$ cat config.mk
export PLATFORM = sky130hd
export DESIGN_NAME = printable_string_extractor
export DESIGN_NICKNAME = d
export VERILOG_FILES = /design/src/psx_pkg.sv /design/src/psx_front.sv /design/src/psx_queue.sv /design/src/psx_back.sv /design/src/printable_string_extractor.sv
export SDC_FILE = /design/constraint.sdc
export NUM_CORES = 1
export LEC_CHECK = 0
export ABC_AREA = 1
export BUFFER_PORTS_ARGS = -buffer_cell sky130_fd_sc_hd__buf_4
export CORE_AREA = 2 2 222 224
export DETAILED_ROUTE_END_ITERATION = 10
export DIE_AREA = 0 0 224 226
export PLACE_DENSITY = 0.57
export SETUP_SLACK_MARGIN = 0.05
export SYNTH_ARGS = -nofsm -noshare
export SYNTH_HDL_FRONTEND = slang
export SYNTH_SLANG_ARGS = --single-unit
$ cat constraint.sdc
create_clock -name clk -period 4.1 [get_ports clk]
set_input_delay 1.23 -clock clk [delete_from_list [all_inputs] [get_ports clk]]
set_output_delay 1.23 -clock clk [all_outputs]
set_load 0.005 [all_outputs]
$ cat src/psx_pkg.sv
// ----------------------------------------------------------------------------
// psx_pkg: shared types and constants of the printable string extractor
// Queue entry layout, front-to-queue write command, register indexes and
// the printable character range.
// ----------------------------------------------------------------------------
package psx_pkg;

    localparam int MAX_MIN_LEN_DEF = 16;

    localparam int BYTE_W     = 8;
    localparam int CHAR_W     = 7;
    localparam int MIN_LEN_W  = 5;
    localparam int CFG_IDX_W  = 1;
    localparam int CFG_DATA_W = 5;

    localparam logic [MIN_LEN_W-1:0] MIN_LEN_RESET = 5'd6;

    // Configuration register indexes
    localparam logic [CFG_IDX_W-1:0] REG_MIN_LEN   = 1'b0;
    localparam logic [CFG_IDX_W-1:0] REG_WIDE_MODE = 1'b1;

    // Printable range is CHAR_LO up to, not including, CHAR_END
    localparam logic [BYTE_W-1:0] CHAR_LO  = 8'h20;
    localparam logic [BYTE_W-1:0] CHAR_END = 8'h7F;

    // One queue entry: a character, an end marker, or a character with an
    // end marker behind it. last flags the final result of its input item.
    typedef struct packed {
        logic              has_char;
        logic [CHAR_W-1:0] ch;
        logic              marker;
        logic              last;
    } psx_entry_t;

    // Write command from the front to the queue
    typedef struct packed {
        logic       en;
        logic       commit;
        logic       rewind;
        psx_entry_t entry;
    } psx_wr_t;

    function automatic logic is_printable(input logic [BYTE_W-1:0] b);
        return (b >= CHAR_LO) && (b < CHAR_END);
    endfunction

endpackage

$ cat src/psx_front.sv
// ----------------------------------------------------------------------------
// psx_front: byte classifier and run tracker
// Holds the configuration, pairs bytes in wide mode, counts held characters
// and issues write, commit and rewind commands to the queue.
// ----------------------------------------------------------------------------
module psx_front #(
    parameter int MAX_MIN_LEN = psx_pkg::MAX_MIN_LEN_DEF
) (
    input  logic                                clk,
    input  logic                                rst_n,
    input  logic                                cfg_we,
    input  logic [psx_pkg::CFG_IDX_W-1:0]       cfg_index,
    input  logic [psx_pkg::CFG_DATA_W-1:0]      cfg_data,
    input  logic                                accept,
    input  logic [psx_pkg::BYTE_W-1:0]          data_byte,
    input  logic                                blob_end,
    output psx_pkg::psx_wr_t                    wr
);
    import psx_pkg::*;

    localparam int CNT_W = $clog2(MAX_MIN_LEN);
    localparam int CMP_W = ((CNT_W > MIN_LEN_W) ? CNT_W : MIN_LEN_W) + 1;

    logic [MIN_LEN_W-1:0] min_len_reg;
    logic                 wide_reg;
    logic                 pair_phase_reg, pair_phase_next;
    logic [BYTE_W-1:0]    low_byte_reg, low_byte_next;
    logic [CNT_W-1:0]     run_cnt_reg, run_cnt_next;
    logic                 released_reg, released_next;

    logic                 got_char;
    logic                 got_break;
    logic [CHAR_W-1:0]    ch;
    logic [CMP_W-1:0]     need;
    logic                 reaches;

    // Configuration registers
    always_ff @(posedge clk or negedge rst_n)
    begin
        if (!rst_n)
        begin
            min_len_reg <= MIN_LEN_RESET;
            wide_reg    <= 1'b0;
        end
        else if (cfg_we)
        begin
            case (cfg_index)
                REG_MIN_LEN:   min_len_reg <= cfg_data;
                REG_WIDE_MODE: wide_reg    <= cfg_data[0];
                default:       ;
            endcase
        end
    end

    // Classify the byte (or completed pair)
    always_comb
    begin
        got_char  = 1'b0;
        got_break = 1'b0;
        ch        = data_byte[CHAR_W-1:0];
        if (!wide_reg)
        begin
            got_char  = is_printable(data_byte);
            got_break = !got_char;
        end
        else if (pair_phase_reg)
        begin
            got_char  = (data_byte == '0) && is_printable(low_byte_reg);
            got_break = !got_char;
            ch        = low_byte_reg[CHAR_W-1:0];
        end
    end

    // Clamp min_length to 1..MAX_MIN_LEN
    always_comb
    begin
        if (min_len_reg == '0)
            need = CMP_W'(1);
        else if (CMP_W'(min_len_reg) > CMP_W'(MAX_MIN_LEN))
            need = CMP_W'(MAX_MIN_LEN);
        else
            need = CMP_W'(min_len_reg);
    end

    assign reaches = (CMP_W'(run_cnt_reg) + CMP_W'(1)) >= need;

    always_comb
    begin
        wr              = '0;
        pair_phase_next = pair_phase_reg;
        low_byte_next   = low_byte_reg;
        run_cnt_next    = run_cnt_reg;
        released_next   = released_reg;
        if (accept)
        begin
            // Advance pairing
            if (wide_reg && !pair_phase_reg)
            begin
                low_byte_next   = data_byte;
                pair_phase_next = 1'b1;
            end
            else
            begin
                pair_phase_next = 1'b0;
            end
            if (blob_end)
                pair_phase_next = 1'b0;

            if (got_char)
            begin
                if (released_reg || reaches)
                begin
                    // Pass through, or release the held run along with it
                    wr.en     = 1'b1;
                    wr.commit = 1'b1;
                    wr.entry  = '{has_char: 1'b1, ch: ch, marker: blob_end, last: 1'b1};
                    released_next = !blob_end;
                    run_cnt_next  = '0;
                end
                else if (blob_end)
                begin
                    // Drop the short run
                    wr.rewind     = 1'b1;
                    run_cnt_next  = '0;
                    released_next = 1'b0;
                end
                else
                begin
                    // Hold the character in the queue, uncommitted
                    wr.en        = 1'b1;
                    wr.entry     = '{has_char: 1'b1, ch: ch, marker: 1'b0, last: 1'b0};
                    run_cnt_next = run_cnt_reg + CNT_W'(1);
                end
            end
            else if (got_break || blob_end)
            begin
                if (released_reg)
                begin
                    wr.en     = 1'b1;
                    wr.commit = 1'b1;
                    wr.entry  = '{has_char: 1'b0, ch: '0, marker: 1'b1, last: 1'b1};
                end
                else
                begin
                    wr.rewind = 1'b1;
                end
                run_cnt_next  = '0;
                released_next = 1'b0;
            end
        end
    end

    always_ff @(posedge clk or negedge rst_n)
    begin
        if (!rst_n)
        begin
            pair_phase_reg <= 1'b0;
            low_byte_reg   <= '0;
            run_cnt_reg    <= '0;
            released_reg   <= 1'b0;
        end
        else
        begin
            pair_phase_reg <= pair_phase_next;
            low_byte_reg   <= low_byte_next;
            run_cnt_reg    <= run_cnt_next;
            released_reg   <= released_next;
        end
    end

endmodule

$ cat src/psx_queue.sv
// ----------------------------------------------------------------------------
// psx_queue: entry queue with uncommitted tail
// Held characters sit past the commit pointer until released; a rewind
// drops them. Only committed entries are read.
// ----------------------------------------------------------------------------
module psx_queue #(
    parameter int MAX_MIN_LEN = psx_pkg::MAX_MIN_LEN_DEF
) (
    input  logic                  clk,
    input  logic                  rst_n,
    input  psx_pkg::psx_wr_t      wr,
    output logic                  full,
    output logic                  avail,
    input  logic                  rd_en,
    output psx_pkg::psx_entry_t   rd_data
);
    import psx_pkg::*;

    localparam int AW    = $clog2(2 * MAX_MIN_LEN);
    localparam int DEPTH = 2 ** AW;
    localparam int PW    = AW + 1;

    psx_entry_t    mem [DEPTH];
    psx_entry_t    rd_data_reg;
    logic [PW-1:0] wr_ptr_reg, wr_ptr_next;
    logic [PW-1:0] commit_ptr_reg, commit_ptr_next;
    logic [PW-1:0] rd_ptr_reg, rd_ptr_next;
    logic [PW-1:0] used;

    assign used    = wr_ptr_reg - rd_ptr_reg;
    assign full    = (used == PW'(DEPTH));
    assign avail   = (commit_ptr_reg != rd_ptr_reg);
    assign rd_data = rd_data_reg;

    always_comb
    begin
        wr_ptr_next     = wr_ptr_reg;
        commit_ptr_next = commit_ptr_reg;
        if (wr.rewind)
            wr_ptr_next = commit_ptr_reg;
        else if (wr.en)
            wr_ptr_next = wr_ptr_reg + PW'(1);
        if (wr.en && wr.commit)
            commit_ptr_next = wr_ptr_reg + PW'(1);
        rd_ptr_next = rd_en ? (rd_ptr_reg + PW'(1)) : rd_ptr_reg;
    end

    always_ff @(posedge clk or negedge rst_n)
    begin
        if (!rst_n)
        begin
            wr_ptr_reg     <= '0;
            commit_ptr_reg <= '0;
            rd_ptr_reg     <= '0;
        end
        else
        begin
            wr_ptr_reg     <= wr_ptr_next;
            commit_ptr_reg <= commit_ptr_next;
            rd_ptr_reg     <= rd_ptr_next;
        end
    end

    always_ff @(posedge clk)
    begin
        if (wr.en)
            mem[wr_ptr_reg[AW-1:0]] <= wr.entry;
        if (rd_en)
            rd_data_reg <= mem[rd_ptr_reg[AW-1:0]];
    end

endmodule

$ cat src/psx_back.sv
// ----------------------------------------------------------------------------
// psx_back: result issue stage
// Holds the head entry and expands it into one or two result items.
// ----------------------------------------------------------------------------
module psx_back (
    input  logic                          clk,
    input  logic                          rst_n,
    input  logic                          avail,
    output logic                          rd_en,
    input  psx_pkg::psx_entry_t           rd_data,
    input  logic                          pop,
    output logic                          empty,
    output logic [psx_pkg::CHAR_W-1:0]    out_char,
    output logic                          string_done,
    output logic                          final_of_run
);
    import psx_pkg::*;

    logic head_valid_reg, head_valid_next;
    logic char_sent_reg, char_sent_next;
    logic show_char;
    logic pop_ok;
    logic entry_done;

    assign show_char    = rd_data.has_char && !char_sent_reg;
    assign empty        = !head_valid_reg;
    assign out_char     = show_char ? rd_data.ch : '0;
    assign string_done  = !show_char;
    assign final_of_run = show_char ? (rd_data.last && !rd_data.marker) : 1'b1;

    assign pop_ok     = pop && head_valid_reg;
    assign entry_done = pop_ok && !(show_char && rd_data.marker);
    assign rd_en      = avail && (!head_valid_reg || entry_done);

    always_comb
    begin
        head_valid_next = head_valid_reg;
        char_sent_next  = char_sent_reg;
        if (rd_en)
        begin
            head_valid_next = 1'b1;
            char_sent_next  = 1'b0;
        end
        else if (entry_done)
        begin
            head_valid_next = 1'b0;
        end
        else if (pop_ok)
        begin
            // Character gone, marker still to send
            char_sent_next = 1'b1;
        end
    end

    always_ff @(posedge clk or negedge rst_n)
    begin
        if (!rst_n)
        begin
            head_valid_reg <= 1'b0;
            char_sent_reg  <= 1'b0;
        end
        else
        begin
            head_valid_reg <= head_valid_next;
            char_sent_reg  <= char_sent_next;
        end
    end

endmodule

$ cat src/printable_string_extractor.sv
// ----------------------------------------------------------------------------
// printable_string_extractor: ASCII / UTF-16LE printable run finder
// Scans a blob byte by byte and emits the characters of every printable
// run of at least min_length characters, each run closed by an end marker.
//
//   channel  | handshake            | payload
//   ---------+----------------------+--------------------------------------
//   config   | cfg_we               | cfg_index, cfg_data
//   input    | push / full          | data_byte, blob_end
//   result   | pop / empty          | out_char, string_done, final_of_run
//
// One byte is accepted per cycle while full is low. Each byte becomes at
// most one queue entry; held characters wait in the queue uncommitted and
// are released by moving the commit pointer, then leave at one result per
// cycle while popped (a character with an end marker yields two results).
// The queue holds 2**clog2(2*MAX_MIN_LEN) entries, held ones included; full
// rises when every slot is taken. Input stalls while results are not popped,
// or when bytes that each close a run with a character and an end marker
// arrive faster than their two results leave.
// Reset clears pointers and run state at once; no clearing pass is needed.
// Results come out of the queue memory through a registered head entry.
// ----------------------------------------------------------------------------
module printable_string_extractor #(
    parameter int MAX_MIN_LEN = psx_pkg::MAX_MIN_LEN_DEF
) (
    input  logic                            clk,
    input  logic                            rst_n,
    input  logic                            cfg_we,
    input  logic [psx_pkg::CFG_IDX_W-1:0]   cfg_index,
    input  logic [psx_pkg::CFG_DATA_W-1:0]  cfg_data,
    input  logic                            push,
    output logic                            full,
    input  logic [psx_pkg::BYTE_W-1:0]      data_byte,
    input  logic                            blob_end,
    output logic                            empty,
    input  logic                            pop,
    output logic [psx_pkg::CHAR_W-1:0]      out_char,
    output logic                            string_done,
    output logic                            final_of_run
);
    import psx_pkg::*;

    psx_wr_t    wr;
    psx_entry_t rd_data;
    logic       accept;
    logic       avail;
    logic       rd_en;

    // Take an item whenever the queue has room
    assign accept = push && !full;

    // Front: classify bytes, track the run, hold or release characters
    psx_front #(
        .MAX_MIN_LEN (MAX_MIN_LEN)
    ) u_front (
        .clk       (clk),
        .rst_n     (rst_n),
        .cfg_we    (cfg_we),
        .cfg_index (cfg_index),
        .cfg_data  (cfg_data),
        .accept    (accept),
        .data_byte (data_byte),
        .blob_end  (blob_end),
        .wr        (wr)
    );

    // Queue: committed entries feed the back, uncommitted ones are held chars
    psx_queue #(
        .MAX_MIN_LEN (MAX_MIN_LEN)
    ) u_queue (
        .clk     (clk),
        .rst_n   (rst_n),
        .wr      (wr),
        .full    (full),
        .avail   (avail),
        .rd_en   (rd_en),
        .rd_data (rd_data)
    );

    // Back: expand entries into result items
    psx_back u_back (
        .clk          (clk),
        .rst_n        (rst_n),
        .avail        (avail),
        .rd_en        (rd_en),
        .rd_data      (rd_data),
        .pop          (pop),
        .empty        (empty),
        .out_char     (out_char),
        .string_done  (string_done),
        .final_of_run (final_of_run)
    );

    // A rewind discards held characters and never coincides with a write
    a_rewind_no_write: assert property (@(posedge clk) disable iff (!rst_n)
        wr.rewind |-> !wr.en)
        else $error("rewind together with queue write");

    // Commits only come with a write
    a_commit_with_write: assert property (@(posedge clk) disable iff (!rst_n)
        wr.commit |-> wr.en)
        else $error("commit without queue write");

    // An end marker always closes the results of its item
    a_marker_final: assert property (@(posedge clk) disable iff (!rst_n)
        (!empty && string_done) |-> final_of_run)
        else $error("end marker not flagged final");

    // A result not taken stays on the ports
    a_result_holds: assert property (@(posedge clk) disable iff (!rst_n)
        (!empty && !pop) |=> (!empty && $stable(out_char) && $stable(string_done)))
        else $error("result changed while stalled");

endmodule

==> run summary, run 1 <==
Final Routed Wirelength - 39400 um
max-cap viol count - 0
overall die width - 224 um
largest family of logic cells by synthesized area - simple AND/OR/NAND/NOR gates
Ant. Diodes - 0
CP Capture Type - output port
wire per inst - 19.1 um
layout cells sized above 1 - 0.126
gp weighted congestion - 0.870
CTS buffer count - 39
Max-slew headroom - 0.119
Clock Tree Root - clkbuf_16
RSZ-0062 raised after global routing - false
insertion delay to the later sink of the worst-skew pair - 0.53 ns
Levels on crit path - 8
r2r setup slk - 0.69 ns
min Tclk post-route - 3.54 ns
met2 WL - 17900 um
number of vias per cell - 5.09
R2R Path End - u_queue.mem[27][0]
number of library cell types mapped by synthesis - 38
largest net degree at the start of global routing - 94
Slew Limit Fails - 0
peak supply drop - 0.388 mV
post-cts repair resize count - 0
XOR/XNOR Fraction of Synth Area - 0.00721
FP Rows - 81
clk slew on worst S/H paths - 0.06 ns
post-route ant nets - 0
WP data arrival - 2.31 ns
CP Cell Sequence - clkinv_1, ha_1, inv_1, nor2_1, o21ai_0, nand3_2, inv_1, buf_4
DR WL met3 - 2410 um
asr flop ratio synth - 0.108
Final setup viols - 0
Worst Clk Skew - 0.0132 ns
DRT iter0 DRCs - 976
Compound-Gate Fraction of Synth Area - 0.102
port bufs - 30
M1 WL - 17900 um
post-synthesis sequential area ratio - 0.691
CP endpoint - full
Most used DFF post-synth - edfxtp_1
run status - completed
final hold vios - 0
Hold WC Path Type - reg2reg
crit path max-delay cell type - dfrtp_1
yosys warns - 0
cell family with most CP delay - flip-flops
clk buf depth - 3
starting density of the core - 0.327
post-placement cell count - 1996
H-tree depth - 2
CTS tree - built
cell mode on critical path - inv_1
max incr delay on CP - 0.50 ns
grt ovf - 0
Overall Power - 12.3 mW
worst slew pin tran - 1.32 ns
mux cell area share after synthesis - 0.00214
Post-Syn Area - 15800 sq um
required time of the critical path - 2.87 ns
Worst setup SP type - flip-flop
Mapped Cells - 1368
Setup TNS - 0 ns
vias in the first global route - 10.3k
worst r2r src - u_front.run_cnt_reg[0]
Worst Setup Slack, final - 0.559 ns
worst slack at placement - 0.253 ns
WHS - 0.493 ns
Cell Pwr Density - 679 nW/um^2
antenna violations before repair - 0
register bit total from synthesis - 370
Mapped Nets - 1404
# nets final - 1453
number of flops mapped to enable cells by yosys - 330
r2r worst-path depth - 11
non-filler cells, final - 2068
Leak - 6.53 nW
postcts setup bufs - 0
detailed placement HPWL - 24100 um
max reg flops - 320
f_max - 282 MHz
critical path class - reg2out
detailed-route via count - 10.5k
Num Clock Sinks - 370
area of the die - 50600 sq um
Synth Area in Adders - 0.0127
die height - 226 um
Initial DRT Pass Iterations - 5
Tcrit/Tclk final - 0.864
Buf+Inv Stages, Crit Path - 4
simple logic cell fraction of the synthesized area - 0.142
Remaining DRCs - 0
core area - 48300 sq um
fillers - 4619
mean post-synth cell area - 11.5 sq um
crit path max fanout - 8
num ports - 31
Critical Path Start - u_queue.rd_ptr_reg[4]
Area Growth Syn to Fin - 15.0%
total track usage - 0.158
first-pass GRT wire length - 60800 um
Post-CTS Hold Buffers - 0
highest metal used - met4
-- worst min path at each step --
stage / start / endpoint / slack [ns] / cells past startpoint
floorplan: u_front.low_byte_reg[7] / u_front.low_byte_reg[7] / 0.45 / 2
global route: u_front.low_byte_reg[7] / u_front.low_byte_reg[7] / 0.53 / 2
finish: u_front.low_byte_reg[7] / u_front.low_byte_reg[7] / 0.49 / 2
global placement: u_front.released_reg / u_front.released_reg / 0.48 / 2
CTS: u_front.low_byte_reg[7] / u_front.low_byte_reg[7] / 0.50 / 2
detailed placement: u_front.low_byte_reg[7] / u_front.low_byte_reg[7] / 0.49 / 2
-- power breakdown --
part	internal (mW)	leakage (nW)	switching [mW]	total (mW)
combinational	1.16	2.30	2.92	4.08
clock	2.20	0.642	1.43	3.63
sequential	4.45	3.59	0.171	4.62
-- final cells by class --
type | instances | area, sq um | share of cell area
sequential | 370 | 10900 | 0.602
tap | 622 | 778 | 0.0429
clock inverter | 22 | 263 | 0.0145
inverter | 79 | 299 | 0.0165
clock buffer | 48 | 1050 | 0.0580
multi-input combinational | 845 | 4230 | 0.233
timing repair buffer | 82 | 616 | 0.0339
-- cell families (layout without fill, tap and decap cells) --
kind of cell | Yosys count | count (layout)
AND/OR/NAND/NOR | 522 | 522
flip-flops | 370 | 370
AO/OA/AOI/OAI | 291 | 291
buffers and inverters | 153 | 231
adder cells (fa/ha/maj) | 16 | 16
XOR/XNOR | 13 | 13
multiplexers | 3 | 3
-- routing by layer --
layer	vias to the layer above	GRT usage
met5	-	0
met4	0	0.0568
met3	71	0.0295
met2	345	0.246
met1	5150	0.220
li1	4965	-
-- layout by cell type (no fill, tap or decap), types with 6 or more instances in the layout --
master | netlist | layout
edfxtp_1 | 330 | 330
nor2_1 | 246 | 238
o21ai_0 | 175 | 175
nand2_1 | 148 | 148
buf_4 | 4 | 80
inv_1 | 67 | 67
nand3_1 | 57 | 57
clkbuf_16 | 0 | 41
o211ai_1 | 40 | 40
o22ai_1 | 40 | 40
dfrtp_1 | 38 | 36
nor3_1 | 31 | 30
o21ai_1 | 21 | 21
nand4_1 | 20 | 20
ha_1 | 16 | 16
xor2_1 | 13 | 13
a21oi_1 | 11 | 11
nor2_2 | 2 | 10
clkinv_1 | 5 | 10
clkinv_2 | 0 | 8
clkbuf_1 | 38 | 7
inv_2 | 7 | 6
bufinv_16 | 0 | 6
-- worst register-to-register path, delay by kind of cell, from the launching register on --
| kind | cells | cell delay, ns |
|---|---|---|
| adder cells (fa/ha/maj) | 2 | 0.53 |
| AND/OR/NAND/NOR | 8 | 1.90 |
| flip-flops | 1 | 0.43 |
| XOR/XNOR | 1 | 0.16 |
-- Yosys cell counts, types with 2 or more instances --
| library cell | count | area share |
|---|---|---|
| nand2_4 | 3 | 0.0021 |
| dfrtp_1 | 38 | 0.060 |
| nand3_1 | 57 | 0.018 |
| nor3_1 | 31 | 0.0098 |
| or2_2 | 2 | 0.00079 |
| nand4_1 | 20 | 0.0079 |
| o21ai_0 | 175 | 0.055 |
| mux2_2 | 3 | 0.0021 |
| nor3_2 | 2 | 0.0013 |
| nor2_4 | 2 | 0.0014 |
| nand2_2 | 3 | 0.0012 |
| buf_1 | 3 | 0.00071 |
| buf_4 | 4 | 0.0019 |
| o22ai_1 | 40 | 0.016 |
| nor2_1 | 246 | 0.058 |
| nand3_2 | 3 | 0.0019 |
| o21ai_1 | 21 | 0.0067 |
| inv_2 | 7 | 0.0017 |
| a21oi_1 | 11 | 0.0035 |
| nand2_1 | 148 | 0.035 |
| inv_1 | 67 | 0.016 |
| nor2_2 | 2 | 0.00079 |
| ha_1 | 16 | 0.013 |
| o211ai_1 | 40 | 0.019 |
| buf_6 | 8 | 0.0057 |
| clkbuf_1 | 38 | 0.0090 |
| xor2_1 | 13 | 0.0072 |
| edfxtp_1 | 330 | 0.63 |
| dfstp_2 | 2 | 0.0033 |
| buf_2 | 21 | 0.0067 |
| clkinv_1 | 5 | 0.0012 |
-- metrics by stage --
stage	area (sq um)	util
2_1_floorplan	15800	-
3_3_place_gp	16800	0.348
3_5_place_dp	16800	0.348
4_1_cts	18100	0.375
5_1_grt	18200	0.376
6_report	18200	0.376
(Power assumes the default switching activity.)
==> run 2: changes to the inputs <==
==> constraint.sdc (replaced) <==
create_clock -name clk -period 4.1 [get_ports clk]
set_input_delay 0.82 -clock clk [delete_from_list [all_inputs] [get_ports clk]]
set_output_delay 0.82 -clock clk [all_outputs]
set_load 0.005 [all_outputs]
==> run 2 against run 1 <==
Hold slack got worse by 0.22 ns. Flip-flop and latch count did not move. Clock-buffer cell count did not move.
==> run summary, run 2 (same netlist as run 1, synthesis figures left out) <==
run status - completed
Cell Pwr Density - 667 nW/um^2 (-1.9%)
worst slew pin tran - 1.21 ns (-0.105 ns)
P_sw - 4.57 mW (+1.0%)
Area Growth Syn to Fin - 14.3%
most frequent cells in the layout - edfxtp_1 (330), nor2_1 (238), o21ai_0 (175), nand2_1 (148), buf_4 (83)
Buf+Inv Stages, Crit Path - 4 (unchanged)
vias in the first global route - 10.3k (+0.40%)
total track usage - 0.165 (+0.00711)
clock share of power - 0.274 (-0.021)
number of vias per cell - 5.10 (+0.15%)
cell family with most CP delay - flip-flops
overall die width - 224 um (unchanged)
Leak - 6.49 nW (-0.59%)
r2r setup slk - 1.00 ns (+0.31 ns)
Hold WC Path Type - in2async
finished layout cell area - 18000 sq um (-0.59%)
Ant. Diodes - 0 (unchanged)
Post-CTS Hold Buffers - 0 (unchanged)
Sw Share - 0.380 (+0.0132)
layout cells sized above 1 - 0.125 (-0.000864)
max reg flops - 320 (unchanged)
max-cap viol count - 0 (unchanged)
Max-slew headroom - 0.192 (+0.0730)
Flop pwr share - 0.384 (+0.009)
Remaining DRCs - 0 (unchanged)
Critical Path Start - u_queue.rd_ptr_reg[4]
post-cts repair resize count - 0 (unchanged)
area of the die - 50600 sq um (unchanged)
DRT iter0 DRCs - 1157 (+19%)
crit path max-delay cell type - dfrtp_1
largest net degree at the start of global routing - 124 (+32%)
r2r worst-path depth - 11 (unchanged)
Clock Tree Root - clkbuf_16
cell mode on critical path - inv_1
post-route ant nets - 0 (unchanged)
Worst Setup Slack, final - 0.991 ns (+0.432 ns)
commonest non-fill, non-tap cell in the layout - edfxtp_1
worst r2r src - u_front.run_cnt_reg[0]
num ports - 31 (unchanged)
CP Cell Sequence - clkinv_1, ha_1, inv_1, nor2_1, o21ai_0, nand3_2, inv_1, buf_4
detailed placement HPWL - 24900 um (+3.5%)
core area - 48300 sq um (unchanged)
H-tree depth - 2 (unchanged)
Num Clock Sinks - 370 (unchanged)
multi-input logic area - 4220 sq um (-0.12%)
Levels on crit path - 8 (unchanged)
CTS tree - built
CP Capture Type - output port
critical path class - reg2out
crit path max fanout - 8 (unchanged)
Tcrit/Tclk final - 0.758 (-0.105)
required time of the critical path - 3.28 ns (+0.41 ns)
final hold vios - 0 (unchanged)
cell internal pwr - 7.46 mW (-4.5%)
peak supply drop - 0.355 mV (-8.3%)
CTS buffer count - 41 (+5.1%)
wire per inst - 19.9 um (+4.6%)
grt ovf - 0 (unchanged)
antenna violations before repair - 0 (unchanged)
placed cell areas - 16900 sq um (+0.37%)
insertion delay to the later sink of the worst-skew pair - 0.56 ns (+0.03 ns)
Worst setup SP type - flip-flop
max incr delay on CP - 0.50 ns (about the same)
CP endpoint - full
clk slew on worst S/H paths - 0.06 ns (about the same)
min Tclk post-route - 3.11 ns (-0.432 ns)
Worst Clk Skew - 0.0251 ns (+0.0120 ns)
die height - 226 um (unchanged)
Final Routed Wirelength - 41300 um (+4.7%)
Comb power frac - 0.342 (+0.011)
Register Area - 10900 sq um (unchanged)
# nets final - 1458 (+0.34%)
starting density of the core - 0.327 (unchanged)
Slew Limit Fails - 0 (unchanged)
RSZ-0062 raised after global routing - false
FP Rows - 81 (unchanged)
clk buf depth - 3 (unchanged)
f_max - 322 MHz (+14%)
worst slack at placement - 0.931 ns (+0.678 ns)
Initial DRT Pass Iterations - 5 (unchanged)
post-layout util - 0.373 (-0.00223)
gp weighted congestion - 0.868 (-0.24%)
Setup TNS - 0 ns (unchanged)
Final setup viols - 0 (unchanged)
fillers - 4608 (-0.24%)
detailed-route via count - 10.6k (+0.25%)
R2R Path End - u_queue.mem[31][1]
port bufs - 30 (unchanged)
first-pass GRT wire length - 62800 um (+3.2%)
postcts setup bufs - 0 (unchanged)
WP data arrival - 2.29 ns (-0.02 ns)
## run 2: routing by layer
layer / share of wire / global-route usage / vias up / wire length [um]
met4: 0.023 / 0.0469 / 0 / 943
met2: 0.45 / 0.259 / 387 / 18700
met5: 0 / 0 / - / 0
li1: - / - / 4974 / -
met3: 0.087 / 0.0394 / 66 / 3600
met1: 0.44 / 0.228 / 5130 / 18000
## run 2: layout make-up
type,count,area share
clock inverters,21,0.00624
inverters,79,0.0166
flip-flops and latches,370,0.605
repair buffers,85,0.0367
multi-input cells,845,0.234
well taps,622,0.0431
clock buffers,48,0.0583
## run 2: power by group through the flow
stage	Sequential, mW	Combinational (mW)	Clock, mW
finish	4.62	4.11	3.29
CTS	4.62	4.11	3.34
global placement	4.69	4.09	0
global route	4.66	4.58	3.51
detailed placement	4.70	4.10	0
floorplan	4.62	2.73	0
## run 2: stage by stage
stage	total power [mW]	std cells	hold WS [ns]
global placement	8.79	2001	0.482
CTS	12.1	2070	0.271
floorplan	7.35	1368	0.453
finish	12.0	2070	0.274
detailed placement	8.80	2001	0.477
global route	12.7	2070	0.299
## run 2: how the worst min path moves through the flow
stage / endpoint / slack [ns] / depth (start not counted)
finish: u_front.min_len_reg[4] / 0.27 / 1
global route: u_front.run_cnt_reg[1] / 0.30 / 1
CTS: u_queue.rd_ptr_reg[5] / 0.27 / 1
detailed placement: u_front.low_byte_reg[7] / 0.48 / 2
global placement: u_front.released_reg / 0.48 / 2
floorplan: u_front.low_byte_reg[7] / 0.45 / 2
==> run 3: changes to the inputs <==
- PLACE_DENSITY: 0.57 -> 0.59
- clock period: 4.1 -> 2.81 ns (I/O delays scaled with it)
==> run 3 against run 2 <==
The flow now finishes with violations (negative setup slack). Combinational power up 73%. Clock-buffer cell count up 5. Utilization up 4.7 points. Sequential share of layout area down 6.8 points.
==> run summary, run 3 (same netlist as run 1, synthesis figures left out) <==
Final Routed Wirelength - 46400 um (+12%)
first-pass GRT wire length - 67000 um (+6.8%)
overall die width - 224 um (unchanged)
fillers - 4410 (-4.3%)
Clock Tree Root - clkbuf_16
antenna violations before repair - 0 (unchanged)
CP Cell Sequence - ha_4, xor2_2, ha_1, nand2_2, nor2_1, nand2_1, nand4_1, nor2_2, buf_4, nand2_4, nand3_4, buf_12, buf_12, buf_6, nor3_4, clkbuf_16
CP Capture Type - flip-flop
most frequent cells in the layout - edfxtp_1 (330), nor2_1 (232), o21ai_0 (174), nand2_1 (143), buf_4 (92)
Leak - 7.63 nW (+18%)
Post-CTS Hold Buffers - 0 (unchanged)
Num Clock Sinks - 370 (unchanged)
commonest non-fill, non-tap cell in the layout - edfxtp_1
Max-slew headroom - 0.139 (-0.0532)
peak supply drop - 0.551 mV (+55%)
Critical Path Start - u_front.run_cnt_reg[1]
starting density of the core - 0.327 (unchanged)
insertion delay to the later sink of the worst-skew pair - 0.58 ns (+0.02 ns)
die height - 226 um (unchanged)
total track usage - 0.177 (+0.0122)
number of vias per cell - 5.26 (+3.1%)
largest net degree at the start of global routing - 124 (unchanged)
Area Growth Syn to Fin - 28.7%
final hold vios - 0 (unchanged)
CTS buffer count - 41 (unchanged)
Cell Pwr Density - 930 nW/um^2 (+40%)
clk slew on worst S/H paths - 0.06 ns (about the same)
detailed placement HPWL - 26500 um (+6.4%)
DRT iter0 DRCs - 1159 (+0.17%)
f_max - 347 MHz
H-tree depth - 2 (unchanged)
Slew Limit Fails - 0 (unchanged)
violated checks - negative setup slack
WP data arrival - 3.16 ns (+0.87 ns)
max incr delay on CP - 0.42 ns (-0.08 ns)
gp weighted congestion - 0.873 (+0.62%)
detailed-route via count - 11.5k (+8.5%)
Worst setup SP type - flip-flop
RSZ-0062 raised after global routing - true
core area - 48300 sq um (unchanged)
CTS tree - built
area of the die - 50600 sq um (unchanged)
vias in the first global route - 11.0k (+6.3%)
min Tclk post-route - 2.88 ns
layout cells sized above 1 - 0.217 (+0.0917)
WHS - 0.00355 ns (-0.271 ns)
crit path max-delay cell type - dfrtp_1
post-route ant nets - 0 (unchanged)
max reg flops - 320 (unchanged)
wire per inst - 21.3 um (+6.8%)
FP Rows - 81 (unchanged)
R2R Path End - u_queue.mem[31][7]
Worst Clk Skew - 0.0252 ns (+0.0000874 ns)
Initial DRT Pass Iterations - 5 (unchanged)
Hold WC Path Type - in2async
cell mode on critical path - buf_12
r2r setup slk - -0.07 ns (-1.07 ns)
grt ovf - 0 (unchanged)
worst r2r src - u_front.run_cnt_reg[1]
Ant. Diodes - 0 (unchanged)
crit path max fanout - 5 (-3)
Worst Setup Slack, final - -0.0714 ns (-1.06 ns)
clk buf depth - 3 (unchanged)
run status - finished, violations left
max-cap viol count - 0 (unchanged)
# nets final - 1563 (+7.2%)
worst slew pin tran - 1.28 ns (+0.0663 ns)
Final setup viols - 56 (+56)
post-layout util - 0.420 (+0.0470)
port bufs - 30 (unchanged)
r2r worst-path depth - 16 (+5)
critical path class - reg2reg
Remaining DRCs - 0 (unchanged)
Tcrit/Tclk final - 1.03
num ports - 31 (unchanged)
required time of the critical path - 3.09 ns (-0.19 ns)
==> run 3: changes by cell type in the layout (fill, tap and decap cells not counted), sizes merged <==
cell    previous run  this run
inv               76        78
nor2             250       253
bufinv             0         2
clkinv            22        15
buf               85       178
clkbuf            48        62
==> run 3: critical path, delay by kind of cell, from the launching register on <==
kind                       cells  cell delay [ns]
adders and majority gates      2             0.48
xor gates and xnor gates       1             0.15
DFF                            1             0.42
buffers and inverters          5             0.76
and+or+nand+nor                8             0.78
==> run 3: cell type report <==
type,count,area [sq um],area share
flip-flops and latches,370,10900,0.537
multi-input cells,848,4760,0.234
repair buffers,187,2290,0.113
clock buffers,53,1090,0.0538
well taps,622,778,0.0383
inverters,79,299,0.0147
clock inverters,18,174,0.00856
==> run 3: how the worst max path moves through the flow <==
stage	end	slack [ns]	cells after the start
floorplan	u_queue.mem[28][0]	-0.23	13
global placement	u_queue.mem[4][3]	-0.15	13
detailed placement	u_queue.mem[4][4]	-0.20	13
CTS	u_queue.mem[0][2]	-0.1	14
global route	u_queue.mem[25][0]	-0.18	16
finish	u_queue.mem[31][7]	-0.07	16
==> run 3: metrics by stage <==
| stage | setup TNS, ns | std cells | power (mW) | area [sq um] | worst slack, ns |
|---|---|---|---|---|---|
| floorplan | -13.77 | 1368 | 10.9 | 16100 | -0.234 |
| global placement | -30.39 | 2011 | 13.3 | 17400 | -0.154 |
| detailed placement | -31.68 | 2011 | 13.3 | 17400 | -0.200 |
| CTS | -8.07 | 2133 | 18.6 | 19500 | -0.0995 |
| global route | -15.09 | 2177 | 19.8 | 20300 | -0.182 |
| finish | -1.55 | 2177 | 18.9 | 20300 | -0.0714 |
==> run 3: report_power, final <==
group	switching, mW	internal [mW]
Clock	2.19	2.95
Sequential	0.183	6.49
Combinational	4.85	2.24
==> run 3: metal layers <==
layer	global-route usage	vias up	share of wire
li1	-	5213	-
met1	0.237	5649	0.42
met2	0.293	521	0.48
met3	0.0273	68	0.078
met4	0.0602	0	0.027
met5	0	-	0
==> run 3: repair_timing <==
item | 4_1_cts | 5_1_grt
resized for setup | 34 | 65
pin swaps | 26 | 52
setup endpoints to repair | 462 | 514
setup buffers | 46 | 33
cloned | 5 | 14
